[src/rtl/skcg_pkg.sv]
// skcg_pkg: widths, register indexes, reset values and shared types
// of the soft knee compressor gain computer
// no dependencies; used by skcg_div and soft_knee_compressor_gain
package skcg_pkg;

  // field and register widths
  localparam int LVL_W = 16;
  localparam int T_W   = 15;
  localparam int R_W   = 15;
  localparam int K_W   = 13;
  localparam int M_W   = 14;
  localparam int RED_W = 15;
  localparam int CFG_W = 15;
  localparam int IDX_W = 3;

  // datapath widths
  localparam int C_W   = LVL_W + 2;   // curve value and overshoot
  localparam int TW_W  = LVL_W + 3;   // twice the overshoot
  localparam int D_W   = 14;          // knee distance, 0..2*knee
  localparam int SUM_W = RED_W + 4;   // 7*avg + 3*gr
  localparam int MA_W  = 16;
  localparam int MB_W  = 28;
  localparam int NUM_W = MA_W + MB_W; // dividend and product
  localparam int DEN_W = 31;
  localparam int QUO_W = 16;
  localparam int DSH_W = DEN_W + QUO_W - 1;
  localparam int CNT_W = $clog2(QUO_W);

  // legal ranges and reset values
  localparam logic signed [T_W-1:0] T_MIN   = -15'sd15360;
  localparam logic signed [T_W-1:0] T_RESET = -15'sd4608;
  localparam logic [R_W-1:0] R_MIN   = 15'd256;
  localparam logic [R_W-1:0] R_MAX   = 15'd25600;
  localparam logic [R_W-1:0] R_RESET = 15'd896;
  localparam logic [K_W-1:0] K_MAX   = 13'd6144;
  localparam logic [K_W-1:0] K_RESET = 13'd1536;
  localparam int OUT_MAX = 32767;
  localparam int OUT_MIN = -32768;
  localparam int RED_MAX = 32767;

  // divide by ten as (x/2) * ceil(2^18/5) >> 18, exact for x/2 below 2^18
  localparam logic [MA_W-1:0] AVG_RECIP = 16'd52429;
  localparam int              AVG_SH    = 18;

  // configuration register indexes
  localparam logic [IDX_W-1:0] REG_THRESHOLD = 3'd0;
  localparam logic [IDX_W-1:0] REG_RATIO     = 3'd1;
  localparam logic [IDX_W-1:0] REG_KNEE      = 3'd2;
  localparam logic [IDX_W-1:0] REG_MAKEUP    = 3'd3;
  localparam logic [IDX_W-1:0] REG_ENABLE    = 3'd4;

  typedef enum logic [3:0] {
    S_IDLE,
    S_CLASS,
    S_SCALE,
    S_DEN,
    S_KDIV,
    S_DIV,
    S_FIN,
    S_AVG,
    S_AVGW,
    S_DONE
  } state_t;

  typedef enum logic {
    PATH_COMP,
    PATH_KNEE
  } path_t;

  typedef struct packed {
    logic             start;
    logic [NUM_W-1:0] num;
    logic [DEN_W-1:0] den;
  } div_req_t;

  typedef struct packed {
    logic             busy;
    logic             done;
    logic [QUO_W-1:0] quo;
  } div_rsp_t;

endpackage

[src/rtl/skcg_div.sv]
// skcg_div: restoring divider, one quotient bit per cycle
// depends on skcg_pkg for widths and the request/response structs
module skcg_div import skcg_pkg::*; (
  input  logic     clk,
  input  logic     rst,
  input  div_req_t req,
  output div_rsp_t rsp
);

  logic [NUM_W-1:0] rem;
  logic [DSH_W-1:0] dsh;
  logic [QUO_W-1:0] quo;
  logic [CNT_W-1:0] cnt;
  logic             busy;
  logic             done;
  logic             ge;

  assign ge = DSH_W'(rem) >= dsh;

  always_ff @(posedge clk) begin
    if (rst) begin
      busy <= 1'b0;
      done <= 1'b0;
    end else begin
      done <= busy && (cnt == '0);
      if (req.start) begin
        busy <= 1'b1;
      end else if (busy && (cnt == '0)) begin
        busy <= 1'b0;
      end
    end
  end

  always_ff @(posedge clk) begin
    if (req.start) begin
      rem <= req.num;
      dsh <= {req.den, {(QUO_W-1){1'b0}}};
      quo <= '0;
      cnt <= CNT_W'(QUO_W - 1);
    end else if (busy) begin
      if (ge) begin
        rem <= rem - dsh[NUM_W-1:0];
      end
      quo <= {quo[QUO_W-2:0], ge};
      dsh <= dsh >> 1;
      cnt <= cnt - 1'b1;
    end
  end

  assign rsp.busy = busy;
  assign rsp.done = done;
  assign rsp.quo  = quo;

endmodule

[src/rtl/soft_knee_compressor_gain.sv]
// soft_knee_compressor_gain: static gain computer of a dynamics compressor
// depends on skcg_pkg and skcg_div
//
// Each input beat carries one level in dB (signed Q8.8) and produces one output
// beat: the curve output plus makeup (saturated to 16 bits), the instantaneous
// gain reduction and a one-pole smoothed reduction (0.7 old, 0.3 new) for
// metering. Below threshold - knee/2 the curve is the identity, above
// threshold + knee/2 the overshoot is divided by the ratio, and in between a
// quadratic soft knee joins the two; a knee of zero gives a hard knee.
// Threshold, ratio and knee are clamped to their legal ranges before use.
// Configuration is a plain write port (threshold, ratio, knee, makeup, enable
// at indexes 0 to 4) and is meant to be written only while no beat is in
// flight. Items are handled one at a time by a small sequencer around one
// shared multiplier and one 16-step restoring divider. The identity part of
// the curve needs no divider pass; the compressed part and the knee each run
// one divider pass for the curve, the knee after the scale and denominator
// states, while the smoothing divide by ten is a reciprocal multiply on the
// shared multiplier. A new level is accepted only once the previous result
// has been loaded into the output register. A finished result sits in an
// output register, so the next level is accepted while the previous result
// waits for the consumer.
module soft_knee_compressor_gain import skcg_pkg::*; (
  input  logic                    clk,
  input  logic                    rst,
  // configuration write port
  input  logic                    cfg_write,
  input  logic [IDX_W-1:0]        cfg_index,
  input  logic [CFG_W-1:0]        cfg_data,
  // input beats
  input  logic                    in_valid,
  output logic                    in_ready,
  input  logic signed [LVL_W-1:0] level_db,
  // output beats
  output logic                    out_valid,
  input  logic                    out_ready,
  output logic signed [LVL_W-1:0] out_db,
  output logic [RED_W-1:0]        reduction_db,
  output logic [RED_W-1:0]        smoothed_reduction_db
);

  // configuration registers
  logic signed [T_W-1:0] threshold_db;
  logic [R_W-1:0]        ratio;
  logic [K_W-1:0]        knee_db;
  logic signed [M_W-1:0] makeup_db;
  logic                  enable;

  always_ff @(posedge clk) begin
    if (rst) begin
      threshold_db <= T_RESET;
      ratio        <= R_RESET;
      knee_db      <= K_RESET;
      makeup_db    <= '0;
      enable       <= 1'b1;
    end else if (cfg_write) begin
      case (cfg_index)
        REG_THRESHOLD: threshold_db <= cfg_data[T_W-1:0];
        REG_RATIO:     ratio        <= cfg_data[R_W-1:0];
        REG_KNEE:      knee_db      <= cfg_data[K_W-1:0];
        REG_MAKEUP:    makeup_db    <= cfg_data[M_W-1:0];
        REG_ENABLE:    enable       <= cfg_data[0];
        default: begin
        end
      endcase
    end
  end

  // clamp to legal ranges; the user keeps them stable while an item is in flight, the block does not enforce it
  logic signed [T_W-1:0] t_c;
  logic [R_W-1:0]        r_c;
  logic [K_W-1:0]        k_c;

  always_comb begin
    if (threshold_db > 0) begin
      t_c = '0;
    end else if (threshold_db < T_MIN) begin
      t_c = T_MIN;
    end else begin
      t_c = threshold_db;
    end
    if (ratio < R_MIN) begin
      r_c = R_MIN;
    end else if (ratio > R_MAX) begin
      r_c = R_MAX;
    end else begin
      r_c = ratio;
    end
    if (knee_db > K_MAX) begin
      k_c = K_MAX;
    end else begin
      k_c = knee_db;
    end
  end

  // sequencer and datapath registers
  state_t                state, state_next;
  path_t                 path;
  logic signed [LVL_W-1:0] lvl;
  logic signed [C_W-1:0] c;
  logic [NUM_W-1:0]      num_r;
  logic [NUM_W-1:0]      prod;
  logic signed [LVL_W-1:0] o_r;
  logic [RED_W-1:0]      gr_r;
  logic [RED_W-1:0]      avg;

  // overshoot and curve region
  logic signed [C_W-1:0]  over;
  logic signed [TW_W-1:0] twice;
  logic signed [TW_W-1:0] k_s;
  logic signed [TW_W-1:0] d_full;
  logic [D_W-1:0]         d;
  logic                   is_ident;
  logic                   is_comp;

  assign over   = C_W'(lvl) - C_W'(t_c);
  assign twice  = {over, 1'b0};
  assign k_s    = {{(TW_W-K_W){1'b0}}, k_c};
  assign d_full = twice + k_s;
  assign d      = d_full[D_W-1:0];

  always_comb begin
    if (k_c == '0) begin
      is_ident = (over <= 0);
    end else begin
      is_ident = (twice < -k_s);
    end
    is_comp = (twice > k_s);
  end

  // dividend and divisor for each divider pass, and the smoothing sum
  logic [NUM_W-1:0] comp_num;
  logic [NUM_W-1:0] knee_num;
  logic [DEN_W-1:0] knee_den;
  logic [SUM_W-1:0] avg_num;

  // over*256 + ratio/2, rounding to nearest
  assign comp_num = (NUM_W'(over[C_W-2:0]) << 8) + NUM_W'(r_c >> 1);
  // den = 8*k*r, plus den/2 for rounding
  assign knee_den = {prod[MB_W-1:0], 3'b000};
  assign knee_num = num_r + NUM_W'({prod[MB_W-1:0], 2'b00});
  // 7*avg + 3*gr
  assign avg_num  = (SUM_W'(avg) << 3) - SUM_W'(avg)
                  + (SUM_W'(gr_r) << 1) + SUM_W'(gr_r);

  // shared multiplier: d*d, then (r-1.0)*d*d, then k*r, and the
  // reciprocal of five for the smoothing divide
  logic [MA_W-1:0]  mul_a;
  logic [MB_W-1:0]  mul_b;
  logic [NUM_W-1:0] mul_p;

  always_comb begin
    case (state)
      S_CLASS: begin
        mul_a = MA_W'(d);
        mul_b = MB_W'(d);
      end
      S_SCALE: begin
        mul_a = MA_W'(r_c - R_MIN);
        mul_b = prod[MB_W-1:0];
      end
      S_AVG: begin
        mul_a = AVG_RECIP;
        mul_b = MB_W'(avg_num >> 1);
      end
      default: begin
        mul_a = MA_W'(r_c);
        mul_b = MB_W'(k_c);
      end
    endcase
  end

  assign mul_p = mul_a * mul_b;

  always_ff @(posedge clk) begin
    prod <= mul_p;
  end

  div_req_t div_req;
  div_rsp_t div_rsp;

  skcg_div u_div (
    .clk (clk),
    .rst (rst),
    .req (div_req),
    .rsp (div_rsp)
  );

  // next state and divider requests
  always_comb begin
    state_next    = state;
    div_req.start = 1'b0;
    div_req.num   = '0;
    div_req.den   = '0;
    case (state)
      S_IDLE: begin
        if (in_valid) begin
          state_next = S_CLASS;
        end
      end
      S_CLASS: begin
        if (is_ident) begin
          state_next = S_FIN;
        end else if (is_comp) begin
          div_req.start = 1'b1;
          div_req.num   = comp_num;
          div_req.den   = DEN_W'(r_c);
          state_next    = S_DIV;
        end else begin
          state_next = S_SCALE;
        end
      end
      S_SCALE: state_next = S_DEN;
      S_DEN:   state_next = S_KDIV;
      S_KDIV: begin
        div_req.start = 1'b1;
        div_req.num   = knee_num;
        div_req.den   = knee_den;
        state_next    = S_DIV;
      end
      S_DIV: begin
        if (div_rsp.done) begin
          state_next = S_FIN;
        end
      end
      S_FIN:  state_next = S_AVG;
      S_AVG:  state_next = S_AVGW;
      S_AVGW: state_next = S_DONE;
      S_DONE: begin
        if (!out_valid || out_ready) begin
          state_next = S_IDLE;
        end
      end
      default: state_next = S_IDLE;
    endcase
  end

  always_ff @(posedge clk) begin
    if (rst) begin
      state <= S_IDLE;
    end else begin
      state <= state_next;
    end
  end

  assign in_ready = (state == S_IDLE);

  // curve output, makeup and reduction
  logic signed [C_W:0] out_sum;
  logic signed [C_W:0] gr_full;
  logic signed [C_W-1:0] quo_s;

  assign quo_s   = $signed(C_W'(div_rsp.quo));
  assign out_sum = (C_W+1)'(c) + (C_W+1)'(makeup_db);
  assign gr_full = (C_W+1)'(lvl) - (C_W+1)'(c);

  always_ff @(posedge clk) begin
    case (state)
      S_IDLE: begin
        if (in_valid) begin
          lvl <= level_db;
        end
      end
      S_CLASS: begin
        c    <= C_W'(lvl);
        path <= is_comp ? PATH_COMP : PATH_KNEE;
      end
      S_DEN: num_r <= prod;
      S_DIV: begin
        if (div_rsp.done) begin
          if (path == PATH_COMP) begin
            c <= C_W'(t_c) + quo_s;
          end else begin
            c <= C_W'(lvl) - quo_s;
          end
        end
      end
      S_FIN: begin
        if (out_sum > OUT_MAX) begin
          o_r <= LVL_W'(OUT_MAX);
        end else if (out_sum < OUT_MIN) begin
          o_r <= LVL_W'(OUT_MIN);
        end else begin
          o_r <= out_sum[LVL_W-1:0];
        end
        // reduction is input minus curve, before makeup
        if (!enable || (gr_full < 0)) begin
          gr_r <= '0;
        end else if (gr_full > RED_MAX) begin
          gr_r <= RED_W'(RED_MAX);
        end else begin
          gr_r <= gr_full[RED_W-1:0];
        end
      end
      default: begin
      end
    endcase
  end

  // smoothed reduction, floor((7*avg + 3*gr) / 10), never above 32767
  always_ff @(posedge clk) begin
    if (rst) begin
      avg <= '0;
    end else if (state == S_AVGW) begin
      avg <= prod[AVG_SH+RED_W-1:AVG_SH];
    end
  end

  // output register, frees the sequencer while a beat waits
  logic out_load;
  assign out_load = (state == S_DONE) && (!out_valid || out_ready);

  always_ff @(posedge clk) begin
    if (rst) begin
      out_valid <= 1'b0;
    end else if (out_load) begin
      out_valid <= 1'b1;
    end else if (out_ready) begin
      out_valid <= 1'b0;
    end
  end

  always_ff @(posedge clk) begin
    if (out_load) begin
      out_db                <= o_r;
      reduction_db          <= gr_r;
      smoothed_reduction_db <= avg;
    end
  end

  // checks
  a_div_start_idle: assert property (@(posedge clk) disable iff (rst)
    div_req.start |-> !div_rsp.busy)
    else $error("divider started while busy");

  a_div_done_expected: assert property (@(posedge clk) disable iff (rst)
    div_rsp.done |-> (state == S_DIV))
    else $error("divider result with no pass waiting for it");

  a_one_item: assert property (@(posedge clk) disable iff (rst)
    (in_valid && in_ready) |=> !in_ready)
    else $error("second level accepted while one is in work");

  a_disabled_zero: assert property (@(posedge clk) disable iff (rst)
    (out_valid && !enable) |-> (reduction_db == '0))
    else $error("reduction reported while disabled");

endmodule
[config.mk]
export PLATFORM = sky130hd
export DESIGN_NAME = soft_knee_compressor_gain
export DESIGN_NICKNAME = d
export VERILOG_FILES = /design/src/rtl/skcg_pkg.sv /design/src/rtl/skcg_div.sv /design/src/rtl/soft_knee_compressor_gain.sv
export SDC_FILE = /design/constraint.sdc
export NUM_CORES = 2
export LEC_CHECK = 0
export ABC_CLOCK_PERIOD_IN_PS = 15600
export BUFFER_PORTS_ARGS = -buffer_cell sky130_fd_sc_hd__buf_2
export CORE_ASPECT_RATIO = 1.75
export CORE_MARGIN = 1.5
export CORE_UTILIZATION = 45
export DETAILED_ROUTE_END_ITERATION = 6
export GPL_TIMING_DRIVEN = 0
export PLACE_DENSITY = 0.62
export SYNTH_ARGS = -nofsm -noshare
export SYNTH_HDL_FRONTEND = slang
export SYNTH_HIERARCHICAL = 1
export SYNTH_SLANG_ARGS = --single-unit
[constraint.sdc]
create_clock -name clk -period 15.6 [get_ports clk]
set_input_delay 4.68 -clock clk [delete_from_list [all_inputs] [get_ports clk]]
set_output_delay 4.68 -clock clk [all_outputs]
set_load 0.005 [all_outputs]
-- After elaboration in Yosys (flattened, before gate mapping)
Index checks and enable logic that the tools add are counted.
- register bits after elaboration: 390
- input bits: 39
- output and inout bits: 48
- word-level logic and storage cells: 126
- $add $sub $neg: 15
- multiply operators: 1
- magnitude comparators: 13
- eq/ne operators: 16
- mux-type cells: 32
- reductions and logical operators: 24
- operators with widths (cell ; number):
    two-way mux 76 bit ; 2
    one-hot mux 76 bit (2 select lines) ; 1
    two-way mux 44 bit ; 3
    two-way mux 46 bit ; 2
    one-hot mux 28 bit (3 select lines) ; 1
    two-way mux 15 bit ; 5
    one-hot mux 16 bit (3 select lines) ; 1
    >= comparator 44 x 46 -> 1 bit ; 1
    adder 44 x 30 -> 44 bit ; 1
    multiplier 16 x 28 -> 44 bit ; 1
    subtractor 44 bit ; 1
    one-hot mux 4 bit (10 select lines) ; 1
    > comparator 19 x 16 -> 1 bit, second input constant ; 2
    two-way mux 18 bit ; 2
    one-hot mux 18 bit (2 select lines) ; 1
    adder 25 x 14 -> 26 bit ; 1
    adder 18 x 14 -> 19 bit ; 1
    adder 19 x 15 -> 19 bit ; 1
    adder 19 x 16 -> 19 bit ; 1
    < comparator 18 x 19 -> 1 bit ; 1
    < comparator 19 x 1 -> 1 bit, second input constant ; 1
    < comparator 19 x 16 -> 1 bit, second input constant ; 1
    negation 13 -> 19 bit ; 1
    subtractor 16 x 18 -> 19 bit ; 1
    other kinds (37) ; 67

-- Depth between registers and ports, before layout
- word-level depth: 10
- mapped depth: 45
- mapped depth without buffers: 43

-- Cells and area by module
Netlist, hierarchy kept.
- modules (own cells, without submodules) (module ; times used ; cells each ; area each (um2) ; sequential area each (um2)):
    soft_knee_compressor_gain ; 1 ; 3833 ; 33394.5 ; 7126.8
    skcg_div ; 1 ; 803 ; 7305.8 ; 2992.9

-- Worst setup path before layout
OpenSTA, ideal clock, no wires.
- path type: register to register
- start: register threshold_db[10]
- end: register prod[40]
- library setup time: 0.072 ns
- arrival: 10.935 ns
- data required time: 15.528 ns
- slack: 4.593 ns
- stages on the path, launching flop included: 42
- path buffers: 2
- period minus slack after synthesis: 11.007 ns
- cells stage by stage: dfxtp_1 > nor4_1 > nand2b_1 > ha_1 > nor2_1 > clkbuf_1 > nand2_1 > fa_1 > a211oi_1 > o21bai_1 > a21oi_1 > xnor2_1 > ha_1 > a21oi_1 > nor2_1 > a2111oi_0 > nor3_1 > or4_1 > [6 not listed] > fa_1 > fa_1 > fa_1 > fa_1 > inv_1 > fa_1 > inv_1 > ha_1 > a21o_1 > a311o_1 > a221oi_1 > a2bb2oi_1 > o211ai_1 > o31ai_1 > o21ai_0 > a21o_1 > a21oi_1 > xnor2_1
- word-level cells in the longest chain between the ends: 7
- elaborated cells on any way between the ends: 9
- those cells by class: 2 x add/sub; 1 x mul; 2 x order compare; 4 x mux
- RTL lines (item ; line ; source):
    start, declared ; soft_knee_compressor_gain.sv:42 ; logic signed [T_W-1:0] threshold_db;
    start signal, assigned ; soft_knee_compressor_gain.sv:57 ; REG_THRESHOLD: threshold_db <= cfg_data[T_W-1:0];
    < comparator 15 bit ; soft_knee_compressor_gain.sv:76 ; end else if (threshold_db < T_MIN) begin
    two-way mux 15 bit ; soft_knee_compressor_gain.sv:76 ;
    two-way mux 15 bit (*) ; soft_knee_compressor_gain.sv:74 ; if (threshold_db > 0) begin
    subtractor 16 x 15 -> 17 bit (*) ; soft_knee_compressor_gain.sv:115 ; assign over = C_W'(lvl) - C_W'(t_c);
    adder 14 bit (*) ; soft_knee_compressor_gain.sv:118 ; assign d_full = twice + k_s;
    one-hot mux 16 bit (3 select lines) / one-hot mux 28 bit (3 select lines) (equally long branches) ; soft_knee_compressor_gain.sv:152 ; case (state)
    multiplier 16 x 28 -> 44 bit (*) ; soft_knee_compressor_gain.sv:172 ; assign mul_p = mul_a * mul_b;
    named net mul_p[40] ; soft_knee_compressor_gain.sv:149 ; logic [NUM_W-1:0] mul_p;
    end signal, assigned ; soft_knee_compressor_gain.sv:175 ; prod <= mul_p;
    end, declared ; soft_knee_compressor_gain.sv:101 ; logic [NUM_W-1:0] prod;
Mark *: on every way through the listed nets, which the timed path passes. The rest lies on a longest branch.
A chain may end at the register's enable or synchronous reset.

-- Worst setup path after layout
- start: register threshold_db[10]
- end: register prod[38]
The elaborated chain is that of the path after synthesis.

==> results.py <==
metrics = {
    "die": {
        "area_of_the_core_region_um2": 89400,
        "num_rows": 145,
        "floorplan.die.width_um": 230,
        "start_util": 0.455,
        "die_area_um2": 92300,
        "dieHeight_um": 401,
        "io-pin-count": 87,
    },
    "status": {
        "status": "complete, but fails checks",
        "violations_in_the_final_reports": "capacitance limit, slew limit",
    },
    "clocking": {
        "clock_latency_on_the_worst_skew_pair_ns": 0.59,
        "worst_setup_hold_path_clk_slew_ns": 0.06,
        "post_cts.repair.setup_buffers": 0,
        "clockBufferDepth": 3,
        "ctsHtreeMaxLevel": 2,
        "tritoncts_num_sinks": 390,
        "cts_inserted_buffers": 41,
        "tritoncts": "yes",
        "cts-hold-fix-buffers": 0,
        "ctsRootBufferMaster": "sky130_fd_sc_hd__clkbuf_16",
        "cts_resized": 0,
    },
    "timing": {
        "max-slew-margin-rel": -0.0351,
        "setup_viol_count_final": 0,
        "worst_pin_slew_ns": 1.54,
        "fmax_mhz": 69.5,
        "number_of_hold_violations_in_the_final_report": 0,
        "min_period_ns": 14.38,
        "final_slew_viol_count": 7,
        "setup_repair_after_global_routing_missed_its_margin": "false",
        "timing.clock.skew_ns": 0.0254,
        "setup_tns_ns": 0,
        "layout_worst_path_cycle_share": 0.922,
    },
    "finish": {
        "final_design_area_no_fill_um2": 44300,
        "syn2layout_area_growth_pct": 8.95,
        "final_layout_size_suffix_gt1_frac": 0.0523,
        "layout.nets": 5568,
        "layout.core_utilization": 0.496,
        "finish.cell_count_without_fillers": 5998,
    },
    "power_and_ir_drop": {
        "leakage_nw": 19.8,
        "p_per_area_nw_per_um2": 250,
        "design_power_total_mw": 11.1,
        "largest_voltage_drop_on_the_vdd_net_uv": 281,
    },
    "detailed_routing": {
        "num_vias": 34200,
        "detail-route-antenna-nets": 0,
        "routedWlPerCell_um": 24.0,
        "route.detailed.drc": 0,
        "drt_wl_total_um": 144000,
        "drt-pass1-iter-count": 6,
        "via_per_inst": 5.70,
        "initialDrtViolationCount": 2286,
    },
    "global_route": {
        "grt-ovfl-total": 0,
        "grt_max_degree": 34,
        "grt_use_total": 0.314,
        "first_global_vias": 35100,
        "first_pass_grt_wire_length_um": 214000,
        "antenna_violations_before_repair": 8,
    },
    "placed_design": {
        "dpl.hpwl_um": 120000,
        "placedInstanceArea_um2": 42800,
        "io_buffers": 86,
        "gp_congestion": 0.987,
        "place_inst": 5914,
    },
    "worst_setup_path": {
        "critical_path_peak_fanout": 10,
        "critPathArrivalTime_ns": 14.76,
        "critical_path.startpoint_type": "flop",
        "max_stage_delay_ns": 0.89,
        "setup.worst_path.end_class": "flop",
        "timing.critical_path.mode_cell": "sky130_fd_sc_hd__fa_1",
        "critPathSlowestCell": "sky130_fd_sc_hd__a311oi_1",
        "setup.worst_path.class": "flop to flop",
        "cp.required_ns": 15.98,
    },
    "yosys": {
        "netlist_area_um2": 40700,
        "synth.yosys.warnings": 6,
        "synth_area_per_inst_um2": 8.78,
        "synth_cells": 4635,
    },
    "job": {
        "cap_violations": 1,
    },
    "worst_hold_path": {
        "hold_class": "flop to flop",
    },
}
[where the power goes]
group | switching [mW] | internal, mW
clock network | 0.462 | 0.656
logic | 5.16 | 2.95
registers | 0.323 | 1.52
[cells in the final DEF (no fill, tap or decap), types with 69 or more instances in the layout]
master,n
sky130_fd_sc_hd__xor2_1,69
sky130_fd_sc_hd__xnor2_1,132
sky130_fd_sc_hd__o21ai_0,193
sky130_fd_sc_hd__nor3_1,74
sky130_fd_sc_hd__ha_1,348
sky130_fd_sc_hd__a21oi_1,291
sky130_fd_sc_hd__a21o_1,83
sky130_fd_sc_hd__clkbuf_1,158
sky130_fd_sc_hd__edfxtp_1,231
sky130_fd_sc_hd__fa_1,399
sky130_fd_sc_hd__buf_2,91
sky130_fd_sc_hd__inv_1,667
sky130_fd_sc_hd__nand2_1,703
sky130_fd_sc_hd__nor2_1,261
sky130_fd_sc_hd__dfxtp_1,159
[metrics by stage]
step / hold slack [ns] / setup WS, ns
after CTS: 0.402 / 1.44
final: 0.401 / 1.22
after detailed placement: 0.389 / 1.51
after floorplan: 0.386 / 4.59
after global placement: 0.389 / 1.51
after global routing: 0.410 / 0.154
[worst paths after layout]
kind	from	end	slack (ns)	cells after the start
worst min register to register	prod[37]	num_r[37]	0.40	0
worst max register to register	threshold_db[10]	prod[38]	1.22	37
worst max-delay path	threshold_db[10]	prod[38]	1.22	37
worst min-delay path	prod[37]	num_r[37]	0.40	0
[critical path: cells and delay by family (launching register included)]
kind | cells | cell delay, ns
AOI/OAI and AO/OA | 11 | 4.64
adders and majority gates | 10 | 4.70
buffers and inverters | 5 | 1.08
DFF | 1 | 0.34
and+or+nand+nor | 8 | 1.43
xor gates and xnor gates | 3 | 1.97
[final cells by class]
type | instances | area, µm²
fillers | 8634 | 45100
multi-input cells | 3405 | 27400
flip-flops and latches | 390 | 10100
inverters | 669 | 2510
well taps | 1176 | 1470
clock buffers | 51 | 1140
plain buffers | 179 | 751
repair buffers | 96 | 589
clock inverters | 25 | 359
diodes | 7 | 17.5
[sequential cells by signal (all words and copies together), names as in the netlist]
signal	flops
avg	15
c	18
enable	1
gr_r	15
knee_db	13
lvl	16
makeup_db	14
num_r	44
o_r	16
out_db	16
out_valid	1
path	1
prod	44
ratio	15
reduction_db	15
smoothed_reduction_db	15
state	4
threshold_db	15
u_div/busy	1
u_div/cnt	4
u_div/done	1
u_div/dsh	46
u_div/quo	16
u_div/rem	44
[routing by layer]
layer  GRT usage  vias up  share of wire
met5           0        -              0
met4       0.282        0           0.11
met3      0.0412      465          0.046
met2       0.570     1097           0.51
met1       0.307    16800           0.33
li1            -    15800              -
Power figures use the tool's default switching activity.
